## config.mk

```make
export PLATFORM = sky130hd
export DESIGN_NAME = sync_word_state_frame_parser_flat
export DESIGN_NICKNAME = d
export VERILOG_FILES = /design/src/hw/rtl/swsfp_pkg.sv /design/src/hw/rtl/swsfp_byte_if.sv /design/src/hw/rtl/swsfp_res_if.sv /design/src/hw/rtl/swsfp_cfg_if.sv /design/src/hw/rtl/swsfp_core.sv /design/src/hw/rtl/sync_word_state_frame_parser.sv /design/src/flat_wrapper.sv
export VERILOG_INCLUDE_DIRS = /design/src /design/src/hw/rtl
export SDC_FILE = /design/constraint.sdc
export NUM_CORES = 1
export LEC_CHECK = 0
export BUFFER_PORTS_ARGS = -buffer_cell sky130_fd_sc_hd__buf_4
export CORE_ASPECT_RATIO = 0.8
export CORE_MARGIN = 4
export CORE_UTILIZATION = 50
export CTS_BUF_LIST = sky130_fd_sc_hd__clkbuf_2
export CTS_CLUSTER_DIAMETER = 30
export CTS_CLUSTER_SIZE = 16
export DETAILED_ROUTE_END_ITERATION = 6
export HOLD_SLACK_MARGIN = 0.12
export PLACE_DENSITY = 0.86
export SYNTH_ARGS = -nofsm -noshare
export SYNTH_HDL_FRONTEND = slang
export SYNTH_SLANG_ARGS = --single-unit
```

## constraint.sdc

```tcl
create_clock -name clk -period 2.7 [get_ports clk]
set_input_delay 0.27 -clock clk [delete_from_list [all_inputs] [get_ports clk]]
set_output_delay 0.27 -clock clk [all_outputs]
set_load 0.005 [all_outputs]
```

## src/hw/rtl/assert_macros.svh

```systemverilog
// Assertion helpers shared by the RTL. Each macro checks on the rising clock
// edge; SWSFP_ASSERT is quiet while the active-low synchronous reset is asserted.
`ifndef ASSERT_MACROS_SVH
`define ASSERT_MACROS_SVH

`define SWSFP_ASSERT(label, clk, rst_n, prop) \
  label: assert property (@(posedge clk) disable iff (!rst_n) prop) \
    else $error("swsfp assertion failed");

`define SWSFP_ASSERT_ALWAYS(label, clk, prop) \
  label: assert property (@(posedge clk) prop) \
    else $error("swsfp assertion failed");

`endif

```

## src/hw/rtl/swsfp_pkg.sv

```systemverilog
package swsfp_pkg;

  localparam int BYTE_W     = 8;
  localparam int WORD_W     = 32;
  localparam int PARTIAL_W  = 24;
  localparam int UNIT_IDX_W = 2;
  localparam int ELEM_IDX_W = 4;

  localparam logic [BYTE_W-1:0] SYNC_B3 = 8'hDE;
  localparam logic [BYTE_W-1:0] SYNC_B2 = 8'hAD;
  localparam logic [BYTE_W-1:0] SYNC_B1 = 8'hBE;
  localparam logic [BYTE_W-1:0] SYNC_B0 = 8'hEF;
  localparam logic [WORD_W-1:0] SYNC_RESET = {SYNC_B3, SYNC_B2, SYNC_B1, SYNC_B0};

  typedef enum logic [1:0] {
    PH_HUNT  = 2'd0,
    PH_COUNT = 2'd1,
    PH_DATA  = 2'd2,
    PH_SKIP  = 2'd3
  } phase_t;

  typedef struct packed {
    logic [UNIT_IDX_W-1:0] unit_index;
    logic [ELEM_IDX_W-1:0] element_index;
    logic [WORD_W-1:0]     value_word;
    logic                  unit_done;
  } res_t;

  typedef struct packed {
    phase_t phase;
    logic   res_valid;
  } core_status_t;

endpackage

```

## src/hw/rtl/swsfp_byte_if.sv

```systemverilog
interface swsfp_byte_if;
  logic                          valid;
  logic                          ready;
  logic [swsfp_pkg::BYTE_W-1:0]  rx_byte;

  modport source (output valid, output rx_byte, input ready);
  modport sink   (input valid, input rx_byte, output ready);
endinterface

```

## src/hw/rtl/swsfp_res_if.sv

```systemverilog
interface swsfp_res_if;
  logic                              valid;
  logic                              ready;
  logic [swsfp_pkg::UNIT_IDX_W-1:0]  unit_index;
  logic [swsfp_pkg::ELEM_IDX_W-1:0]  element_index;
  logic [swsfp_pkg::WORD_W-1:0]      value_word;
  logic                              unit_done;

  modport source (output valid, output unit_index, output element_index,
                  output value_word, output unit_done, input ready);
  modport sink   (input valid, input unit_index, input element_index,
                  input value_word, input unit_done, output ready);
endinterface

```

## src/hw/rtl/swsfp_cfg_if.sv

```systemverilog
interface swsfp_cfg_if;
  logic                          valid;
  logic                          ready;
  logic [swsfp_pkg::WORD_W-1:0]  sync_word;

  modport source (output valid, output sync_word, input ready);
  modport sink   (input valid, input sync_word, output ready);
endinterface

```

## src/hw/rtl/swsfp_core.sv

```systemverilog
module swsfp_core #(
  parameter int MAX_UNITS       = 4,
  parameter int STATES_PER_UNIT = 12
) (
  input  logic                         clk,
  input  logic                         rst_n,
  input  logic                         step,
  input  logic [swsfp_pkg::BYTE_W-1:0] rx_byte,
  input  logic [swsfp_pkg::WORD_W-1:0] sync_word,
  output swsfp_pkg::core_status_t      status,
  output swsfp_pkg::res_t              res
);

  localparam int UCW    = $clog2(MAX_UNITS + 1);
  localparam int EW     = (STATES_PER_UNIT > 1) ? $clog2(STATES_PER_UNIT) : 1;
  localparam int SKIP_W = $clog2(255 * STATES_PER_UNIT * 4 + 1);

  swsfp_pkg::phase_t                 phase_r, phase_nxt;
  logic [1:0]                        match_r, match_nxt;
  logic [UCW-1:0]                    unit_count_r, unit_count_nxt;
  logic [UCW-1:0]                    unit_cnt_r, unit_cnt_nxt;
  logic [EW-1:0]                     elem_cnt_r, elem_cnt_nxt;
  logic [1:0]                        byte_cnt_r, byte_cnt_nxt;
  logic [swsfp_pkg::PARTIAL_W-1:0]   partial_r, partial_nxt;
  logic [SKIP_W-1:0]                 skip_r, skip_nxt;

  logic [swsfp_pkg::BYTE_W-1:0]      expect_byte;
  logic [SKIP_W-1:0]                 skip_dec;
  logic [UCW-1:0]                    unit_inc;
  logic                              elem_last;
  logic [UCW+1:0]                    unit_ext;
  logic [EW+3:0]                     elem_ext;

  // Sync bytes are expected most significant first.
  always_comb begin
    case (match_r)
      2'd0:    expect_byte = sync_word[31:24];
      2'd1:    expect_byte = sync_word[23:16];
      2'd2:    expect_byte = sync_word[15:8];
      default: expect_byte = sync_word[7:0];
    endcase
  end

  assign skip_dec  = (skip_r != '0) ? skip_r - 1'b1 : skip_r;
  assign unit_inc  = unit_cnt_r + 1'b1;
  assign elem_last = (elem_cnt_r == EW'(STATES_PER_UNIT - 1));

  always_comb begin
    phase_nxt      = phase_r;
    match_nxt      = match_r;
    unit_count_nxt = unit_count_r;
    unit_cnt_nxt   = unit_cnt_r;
    elem_cnt_nxt   = elem_cnt_r;
    byte_cnt_nxt   = byte_cnt_r;
    partial_nxt    = partial_r;
    skip_nxt       = skip_r;
    if (step) begin
      case (phase_r)
        swsfp_pkg::PH_HUNT: begin
          if (rx_byte == expect_byte) begin
            if (match_r == 2'd3) begin
              match_nxt = 2'd0;
              phase_nxt = swsfp_pkg::PH_COUNT;
            end else begin
              match_nxt = match_r + 1'b1;
            end
          end else begin
            match_nxt = (rx_byte == sync_word[31:24]) ? 2'd1 : 2'd0;
          end
        end
        swsfp_pkg::PH_COUNT: begin
          if (rx_byte == '0) begin
            phase_nxt = swsfp_pkg::PH_HUNT;
            match_nxt = 2'd0;
          end else if (rx_byte > swsfp_pkg::BYTE_W'(MAX_UNITS)) begin
            skip_nxt  = SKIP_W'(rx_byte) * SKIP_W'(STATES_PER_UNIT * 4);
            phase_nxt = swsfp_pkg::PH_SKIP;
          end else begin
            // The count fits the narrow register here since it is at most MAX_UNITS.
            unit_count_nxt = rx_byte[UCW-1:0];
            unit_cnt_nxt   = '0;
            elem_cnt_nxt   = '0;
            byte_cnt_nxt   = 2'd0;
            partial_nxt    = '0;
            phase_nxt      = swsfp_pkg::PH_DATA;
          end
        end
        swsfp_pkg::PH_SKIP: begin
          skip_nxt = skip_dec;
          if (skip_dec == '0) begin
            phase_nxt = swsfp_pkg::PH_HUNT;
            match_nxt = 2'd0;
          end
        end
        default: begin
          if (byte_cnt_r != 2'd3) begin
            partial_nxt[{byte_cnt_r, 3'b000} +: 8] = rx_byte;
            byte_cnt_nxt = byte_cnt_r + 1'b1;
          end else begin
            byte_cnt_nxt = 2'd0;
            partial_nxt  = '0;
            if (elem_last) begin
              elem_cnt_nxt = '0;
              if (unit_inc >= unit_count_r) begin
                unit_cnt_nxt = '0;
                phase_nxt    = swsfp_pkg::PH_HUNT;
                match_nxt    = 2'd0;
              end else begin
                unit_cnt_nxt = unit_inc;
              end
            end else begin
              elem_cnt_nxt = elem_cnt_r + 1'b1;
            end
          end
        end
      endcase
    end
  end

  assign unit_ext = {2'b00, unit_cnt_r};
  assign elem_ext = {4'b0000, elem_cnt_r};

  always_comb begin
    status.phase     = phase_r;
    status.res_valid = step && (phase_r == swsfp_pkg::PH_DATA) && (byte_cnt_r == 2'd3);
    res.unit_index    = unit_ext[swsfp_pkg::UNIT_IDX_W-1:0];
    res.element_index = elem_ext[swsfp_pkg::ELEM_IDX_W-1:0];
    res.value_word    = {rx_byte, partial_r};
    res.unit_done     = elem_last;
  end

  always_ff @(posedge clk) begin
    if (!rst_n) begin
      phase_r      <= swsfp_pkg::PH_HUNT;
      match_r      <= 2'd0;
      unit_count_r <= '0;
      unit_cnt_r   <= '0;
      elem_cnt_r   <= '0;
      byte_cnt_r   <= 2'd0;
      partial_r    <= '0;
      skip_r       <= '0;
    end else begin
      phase_r      <= phase_nxt;
      match_r      <= match_nxt;
      unit_count_r <= unit_count_nxt;
      unit_cnt_r   <= unit_cnt_nxt;
      elem_cnt_r   <= elem_cnt_nxt;
      byte_cnt_r   <= byte_cnt_nxt;
      partial_r    <= partial_nxt;
      skip_r       <= skip_nxt;
    end
  end

endmodule

```

## src/hw/rtl/sync_word_state_frame_parser.sv

```systemverilog
// Frame parser for a byte stream: it hunts for the programmable four-byte sync
// word (reset value 0xDEADBEEF, first byte received is the most significant),
// reads a unit count, then emits one result per little-endian 32-bit word with
// its unit and element index, flagging the last element of each unit. Counts
// above MAX_UNITS make the parser drop count * STATES_PER_UNIT * 4 bytes, and
// a count of zero resumes the hunt at once. One byte is accepted every clock
// cycle; the whole parser state updates in the same cycle the byte arrives and
// a finished word appears in the output register in the cycle after its last
// byte. The output register lets the next byte in while a result waits, so the
// input only stalls when a result is pending and the sink is not ready. The
// sync word register accepts writes at any time (cfg ready stays high) and
// should only be written while the link is idle.
`include "assert_macros.svh"

module sync_word_state_frame_parser #(
  parameter int MAX_UNITS       = 4,
  parameter int STATES_PER_UNIT = 12
) (
  input  logic         clk,
  input  logic         rst_n,
  swsfp_byte_if.sink   in_ch,
  swsfp_res_if.source  out_ch,
  swsfp_cfg_if.sink    cfg_ch
);

  logic [swsfp_pkg::WORD_W-1:0] sync_word_r;
  logic                         in_acc;
  swsfp_pkg::core_status_t      status;
  swsfp_pkg::res_t              res;
  logic                         out_valid_r, out_valid_nxt;
  swsfp_pkg::res_t              out_res_r;

  assign cfg_ch.ready = 1'b1;

  always_ff @(posedge clk) begin
    if (!rst_n) begin
      sync_word_r <= swsfp_pkg::SYNC_RESET;
    end else if (cfg_ch.valid) begin
      sync_word_r <= cfg_ch.sync_word;
    end
  end

  assign in_ch.ready = !out_valid_r || out_ch.ready;
  assign in_acc      = in_ch.valid && in_ch.ready;

  swsfp_core #(
    .MAX_UNITS       (MAX_UNITS),
    .STATES_PER_UNIT (STATES_PER_UNIT)
  ) u_core (
    .clk       (clk),
    .rst_n     (rst_n),
    .step      (in_acc),
    .rx_byte   (in_ch.rx_byte),
    .sync_word (sync_word_r),
    .status    (status),
    .res       (res)
  );

  always_comb begin
    if (status.res_valid) begin
      out_valid_nxt = 1'b1;
    end else if (out_ch.ready) begin
      out_valid_nxt = 1'b0;
    end else begin
      out_valid_nxt = out_valid_r;
    end
  end

  always_ff @(posedge clk) begin
    if (!rst_n) begin
      out_valid_r <= 1'b0;
    end else begin
      out_valid_r <= out_valid_nxt;
    end
  end

  always_ff @(posedge clk) begin
    if (status.res_valid) begin
      out_res_r <= res;
    end
  end

  assign out_ch.valid         = out_valid_r;
  assign out_ch.unit_index    = out_res_r.unit_index;
  assign out_ch.element_index = out_res_r.element_index;
  assign out_ch.value_word    = out_res_r.value_word;
  assign out_ch.unit_done     = out_res_r.unit_done;

  // A word completes only on an accepted byte while gathering data.
  `SWSFP_ASSERT_ALWAYS(a_res_needs_byte, clk, status.res_valid |-> in_acc)
  `SWSFP_ASSERT(a_res_in_data, clk, rst_n, status.res_valid |-> status.phase == swsfp_pkg::PH_DATA)
  // The output register never fills without a completed word.
  `SWSFP_ASSERT(a_no_phantom_out, clk, rst_n, (!out_valid_r && !status.res_valid) |=> !out_valid_r)
  // A pending result that is not taken must not be overwritten.
  `SWSFP_ASSERT(a_no_overwrite, clk, rst_n, (out_valid_r && !out_ch.ready) |-> !status.res_valid)

endmodule
```

## src/flat_wrapper.sv

```systemverilog
// flat-port wrapper written by rule: the top's interface ports become plain ports
module sync_word_state_frame_parser_flat 
#(
  parameter int MAX_UNITS       = 4,
  parameter int STATES_PER_UNIT = 12
)
  (clk, rst_n, in_ch_valid, in_ch_rx_byte, in_ch_ready, out_ch_valid, out_ch_unit_index, out_ch_element_index, out_ch_value_word, out_ch_unit_done, out_ch_ready, cfg_ch_valid, cfg_ch_sync_word, cfg_ch_ready);
  swsfp_byte_if in_ch_i ();
  swsfp_res_if out_ch_i ();
  swsfp_cfg_if cfg_ch_i ();
  input  logic clk;
  input  logic rst_n;
  input wire logic [$bits(in_ch_i.valid)-1:0] in_ch_valid;
  input wire logic [$bits(in_ch_i.rx_byte)-1:0] in_ch_rx_byte;
  output wire logic [$bits(in_ch_i.ready)-1:0] in_ch_ready;
  output wire logic [$bits(out_ch_i.valid)-1:0] out_ch_valid;
  output wire logic [$bits(out_ch_i.unit_index)-1:0] out_ch_unit_index;
  output wire logic [$bits(out_ch_i.element_index)-1:0] out_ch_element_index;
  output wire logic [$bits(out_ch_i.value_word)-1:0] out_ch_value_word;
  output wire logic [$bits(out_ch_i.unit_done)-1:0] out_ch_unit_done;
  input wire logic [$bits(out_ch_i.ready)-1:0] out_ch_ready;
  input wire logic [$bits(cfg_ch_i.valid)-1:0] cfg_ch_valid;
  input wire logic [$bits(cfg_ch_i.sync_word)-1:0] cfg_ch_sync_word;
  output wire logic [$bits(cfg_ch_i.ready)-1:0] cfg_ch_ready;
  assign in_ch_i.valid = in_ch_valid;
  assign in_ch_i.rx_byte = in_ch_rx_byte;
  assign in_ch_ready = in_ch_i.ready;
  assign out_ch_valid = out_ch_i.valid;
  assign out_ch_unit_index = out_ch_i.unit_index;
  assign out_ch_element_index = out_ch_i.element_index;
  assign out_ch_value_word = out_ch_i.value_word;
  assign out_ch_unit_done = out_ch_i.unit_done;
  assign out_ch_i.ready = out_ch_ready;
  assign cfg_ch_i.valid = cfg_ch_valid;
  assign cfg_ch_i.sync_word = cfg_ch_sync_word;
  assign cfg_ch_ready = cfg_ch_i.ready;
  sync_word_state_frame_parser #(.MAX_UNITS(MAX_UNITS), .STATES_PER_UNIT(STATES_PER_UNIT)) u_core (.clk(clk), .rst_n(rst_n), .in_ch(in_ch_i), .out_ch(out_ch_i), .cfg_ch(cfg_ch_i));
endmodule
```

# Word-level counts from Yosys, hierarchy flattened
# Index checks and enable logic that the tools add are counted.
dict set report classes {
  add_sub_neg 6
  n_mul 1
  div 0
  order_cmp 2
  n_eq_ne 20
  n_shift 2
  n_mux 41
  bitwise_logic 3
  n_reduce_logical 23
}
# operator count
set op_table {}
lappend op_table {{$mux W24} 3}
lappend op_table {{$pmux W24 S2} 1}
lappend op_table {{$mux W14} 3}
lappend op_table {{$pmux W14 S2} 1}
lappend op_table {{$mux W2} 13}
lappend op_table {{$bwmux W24} 1}
lappend op_table {{$pmux W8 S3} 1}
lappend op_table {{$shift A8 B7 Y24 const A} 1}
lappend op_table {{$shiftx A8 B7 Y24} 1}
lappend op_table {{$eq A8 B8 Y1} 2}
lappend op_table {{$mux W4} 4}
lappend op_table {{$ne A2 B2 Y1 const B} 8}
lappend op_table {{$mux W3} 5}
lappend op_table {{$logic_not A14 Y1} 1}
lappend op_table {{$reduce_bool A14 Y1} 1}
lappend op_table {{$sub A14 B1 Y14 const B} 1}
lappend op_table {{$pmux W2 S3} 2}
lappend op_table {{$reduce_and A4 Y1} 3}
lappend op_table {{$reduce_and A6 Y1} 2}
lappend op_table {{$eq A2 B2 Y1 const B} 5}
lappend op_table {{$mul A8 B2 Y10 const B} 1}
lappend op_table {{$gt A8 B3 Y1 const B} 1}
lappend op_table {{$logic_not A8 Y1} 1}
lappend op_table {{$pmux W4 S2} 1}
lappend op_table {{other kinds (22)} 35}
dict set report totals {
  reg_bits 126
  latch_bits 0
  ram_bits 0
  mem_bits_ro 0
  in_bits 45
  out_inout_bits 42
  elab_cells 112
  mem_count 0
}

# Logic depth before layout (Yosys ltp)
dict set report depth {
  word_depth 6
  depth_mapped 13
  mapped_depth_nobuf 11
}

# Hierarchy
# Synthesis repeated with hierarchy kept, for this count alone.
dict set report hier_totals {
  cells_unflattened 655
  area_unflattened_um2 6317.3
}
# mod n_inst cells_per_inst area_each_um2 seq_area_each_um2
set by_module_without_submodules {}
lappend by_module_without_submodules {swsfp_core 1 506 3925.0 1081.0}
lappend by_module_without_submodules {sync_word_state_frame_parser 1 149 2392.3 1831.8}

# Worst setup path before layout
# OpenSTA, ideal clock, no wires.
dict set report synth_timing {
  kind {reg-to-reg}
  from {register u_core.u_core.skip_r[0]}
  to {register u_core.u_core.phase_r[1]}
  setup_time_ns 0.072
  t_arrival_ns 2.617
  t_required_ns 2.628
  setup_slack_ns 0.011
  path_stages_with_launch 12
  n_path_buf 1
  period_less_slack_ns 2.689
  cell_sequence {dfxtp_1 inv_1 ha_1 or4b_4 buf_6 nor4_4 o22ai_1 o211a_1 and4_1 a31oi_2 a21o_1 mux2i_1}
}
dict set report synth_via {
  elab_chain_len 5
  elab_cells_between_ends 6
  classes_between {1 x add/sub; 1 x eq/ne; 1 x mux; 3 x reduce/logical}
}
# element line
set synth_rtl {}
lappend synth_rtl {{start, declared} swsfp_core.sv:25} ;# logic [SKIP_W-1:0] skip_r, skip_nxt;
lappend synth_rtl {{start signal, assigned} swsfp_core.sv:150} ;# skip_r <= skip_nxt;
lappend synth_rtl {{$sub A14 B1 Y14 / $reduce_bool A14 Y1 (equally long branches)} swsfp_core.sv:44} ;# assign skip_dec = (skip_r != '0) ? skip_r - 1'b1 : skip_r;
lappend synth_rtl {{$mux W14 (*)} swsfp_core.sv:44}
lappend synth_rtl {{$logic_not A14 Y1 (*)} swsfp_core.sv:90} ;# if (skip_dec == '0) begin
lappend synth_rtl {{$ne A2 B2 Y1 (no source line) (*)} n/a}
lappend synth_rtl {{$reduce_and A7 Y1 (no source line) (*)} n/a}
lappend synth_rtl {{end signal, assigned} swsfp_core.sv:134} ;# phase_r <= swsfp_pkg::PH_HUNT;
lappend synth_rtl {{end signal, assigned} swsfp_core.sv:143} ;# phase_r <= phase_nxt;
lappend synth_rtl {{end, declared} swsfp_core.sv:18} ;# swsfp_pkg::phase_t phase_r, phase_nxt;
# Every way passes the cells marked *; elsewhere a longest branch is shown, timed or not.
# A chain may end at the register's enable or synchronous reset.

# Worst setup path after layout
dict set report layout_timing {
  from {register u_core.u_core.match_r[0]}
  to {register u_core.u_core.match_r[0]}
}
dict set report layout_via {
  elab_chain_len 5
  elab_cells_between_ends 10
  classes_between {1 x add/sub; 4 x eq/ne; 4 x mux; 1 x reduce/logical}
}
# element line
set layout_rtl {}
lappend layout_rtl {{start, declared} swsfp_core.sv:19} ;# logic [1:0] match_r, match_nxt;
lappend layout_rtl {{start signal, assigned} swsfp_core.sv:144} ;# match_r <= match_nxt;
lappend layout_rtl {{$eq A2 B2 Y1, or another cell as far along} swsfp_core.sv:36} ;# case (match_r)
lappend layout_rtl {{$pmux W8 S3} swsfp_core.sv:36}
lappend layout_rtl {{$eq A8 B8 Y1} swsfp_core.sv:60} ;# if (rx_byte == expect_byte) begin
lappend layout_rtl {{$mux W2 (*)} swsfp_core.sv:60}
lappend layout_rtl {{$pmux W2 S3 (*)} swsfp_core.sv:58} ;# case (phase_r)
# Marks and branches as above.

==> impl_metrics.ini <==
[synth]
ys_seq_area_share_pct = 46.0
post-synth-top-area-cell = dfxtp_1
synth_area_um2 = 6340
synth_cells = 647
synth.area.top_cells = dfxtp_1, edfxtp_1, ha_1, mux2i_1, nand2_1
yosysWarnings = 0
ys_top_cells_by_count = dfxtp_1, nand2_1, mux2i_1
ys_ff_latch = 126
avgSynthCellArea_um2 = 9.80
ys.flop_type = dfxtp_1
async_flop_share_pct = 0
synth.distinct_cells = 69
synth_nets = 727
synth_edf_count = 39
synth_top_area_share_pct = 27.5
post-synth-top-count-cell = dfxtp_1

[sta]
fin_skew_ps = 32.6
fin_crit_sh_pct = 100
setup_viol = 1
relSlewSlack_pct = 43.0
hold_violations = 0
clock.fmax_mhz = 370
tns_ps = -5.42
finalCriticalPeriod_ps = 2710
fin_ws_ps = -5.42
drv_slew = 0
worst_slew_pin_slew_ps = 855

[worst_setup_path]
cp-end-kind = flop
crit_chain = inv_1 > ha_2 > a222oi_1 > mux2i_1 > xnor2_1 > nand4_1 > nor2_2 > mux2_2 > nand3_1 > mux2i_1
crit_slowest_cell = dfxtp_4
start_kind = flop
path_common_cell = mux2i_1
slowest_delay_ps = 420
worstPathMaxFanout = 8
crit_buf_inv = 1
critPathKind = flop to flop
critPathArrivalTime_ps = 3310
required_ps = 3310
crit_family = multiplexers

[placement]
gp_congestion = 0.890
io_buffers = 85
place_hpwl_um = 10600
dp_cells = 877
post-place-ws_ps = 80.9

[cts]
cts_root_buffer = clkbuf_2
htreeDepth = 4
clock_sinks = 126
clk_pin_slew_worst_paths_ps = 200
cts_buffer_depth = 2
insertion_delay_ps = 730
cts_inserted_buffers = 17
cts_tree = done

[routing]
vias = 5748
wirelength_um = 18700
drc_errors = 17
drt_pass1_iterations = 7
postRouteAntennaNets = 0
first_iter_violations = 700
via_per_inst = 5.71
avgRoutedWirePerCell_um = 18.6

[pwr]
power_w = 0.00372
power.density_nw_per_um2 = 441
pwr-share-seq_pct = 53.7
p_sw_w = 0.00111
intPower_w = 0.00261
p_comb_share_pct = 12.6
p_sw_share_pct = 29.8
vdd_drop_max_mv = 0.384
clkPwrFrac_pct = 33.7
power_leakage_nw = 3.42

[cells_and_area]
drive_above_1_share_pct = 19.9
syn_to_final_growth_pct = 33.1
fin_cells = 1007
n_fill_cell = 821
nNetsFinal = 902

[global_route]
grt_antenna_before_repair = 1
grt_use_total_pct = 25.4
first_global_vias = 5758
grt_max_degree = 92
overflow = 0
grt_pass1_wl_um = 28800

[floorplanning]
io_pins = 87
die_h_um = 109
initial_core_util_pct = 51.5
die_x_um = 134
rows = 36
die_area_um2 = 14600
core_um2 = 12300

[min_path]
min_path_type = input port to flop

[outcome]
violations = DRC, setup timing
status = finished, violations left

[run]
cap_violations = 0
==> kinds of logic (layout without fill, tap and decap cells) <==
family          after synthesis  count (layout)  share of synthesized area, %
other cells                   1               2                        0.0592
simple gates                221             221                          18.4
xor+xnor                     26              26                          3.59
compound gates              120             120                          13.5
buf+inv                      76             264                          4.84
fa+ha+maj                    35              35                          7.03
flops                       126             126                          46.0
mux                          42              42                          6.65
==> flip-flops by register name, indices dropped and copies added, names as in the netlist, 3 cells and up <==
| signal | count |
|---|---|
| u_core.sync_word_r | 32 |
| u_core.u_core.unit_cnt_r | 3 |
| u_core.u_core.elem_cnt_r | 4 |
| u_core.u_core.skip_r | 14 |
| u_core.out_ch.value_word | 32 |
| u_core.u_core.partial_r | 24 |
| u_core.out_ch.element_index | 4 |
| u_core.u_core.unit_count_r | 3 |
==> cells in the final DEF, fill, tap and decap left out, types with 17 or more instances in the layout <==
cell,n
o21ai_0,17
inv_1,31
nor2b_1,26
nor2_1,30
xnor2_1,19
nand2_1,73
edfxtp_1,39
buf_4,104
ha_1,30
a21boi_0,23
nand3_1,27
dfxtp_1,83
dlygate4sd3_1,94
mux2i_1,41
clkbuf_2,17
==> per-layer routing <==
layer	share of wire [%]	vias to the layer above	global-route usage, %
met5	0	-	0
met4	5.4	0	13.1
met3	8.4	112	7.33
met2	47	358	43.1
met1	39	2637	29.5
li1	-	2641	-
==> final timing paths <==
path | startpoint | end | slack, ps | cells after the start
min reg2reg | u_core.u_core.partial_r[5]$_SDFFE_PN0P_ | u_core.out_ch.value_word[5]$_DFFE_PP_ | 440 | 0
max reg2reg | u_core.u_core.match_r[0]$_SDFFE_PN0P_ | u_core.u_core.match_r[0]$_SDFFE_PN0P_ | -5 | 10
max | u_core.u_core.match_r[0]$_SDFFE_PN0P_ | u_core.u_core.match_r[0]$_SDFFE_PN0P_ | -5 | 10
min | in_ch_valid | u_core.u_core.byte_cnt_r[1]$_SDFFE_PN0P_ | 230 | 5
==> power by group through the flow <==
stage	logic, W	registers (W)	clock network, W
2_1_floorplan	0.000201	0.00202	0
3_3_place_gp	0.000293	0.00203	0
3_5_place_dp	0.000302	0.00203	0
4_1_cts	0.000419	0.00199	0.00124
5_1_grt	0.000495	0.00200	0.00135
6_report	0.000470	0.00200	0.00125
==> metrics by stage <==
step | hold WS (ps) | util (%) | cell area (um2)
after floorplan | 369 | - | 6340
after global placement | 420 | 58.2 | 7150
after detailed placement | 416 | 58.2 | 7150
after CTS | 120 | 67.6 | 8320
after global routing | 168 | 68.6 | 8440
final | 225 | 68.6 | 8440
==> timing repair <==
action                                  CTS  global route
hold buffers                             91             3
setup buffers                             0             3
hold endpoints to repair                 69            15
gates resized for setup                   0            19
endpoints found under the setup margin    0             4
==> tightest hold or removal path: stages <==
cell     delay (ps)
buf_4           110
and2_1          210
nand2_1         120
nor3b_1          50
o21a_1          150
==> cell type report <==
type / instances / area [um2] / share of cell area (%)
repair buffers: 200 / 1750 / 20.8
multi-input cells: 445 / 3170 / 37.6
flip-flops and latches: 126 / 2920 / 34.6
clock inverters: 15 / 170 / 2.02
well taps: 171 / 214 / 2.54
inverters: 32 / 120 / 1.42
clock buffers: 17 / 85.1 / 1.01
diodes: 1 / 2.50 / 0.0297
No activity file was read; power rests on OpenSTA's default activity.
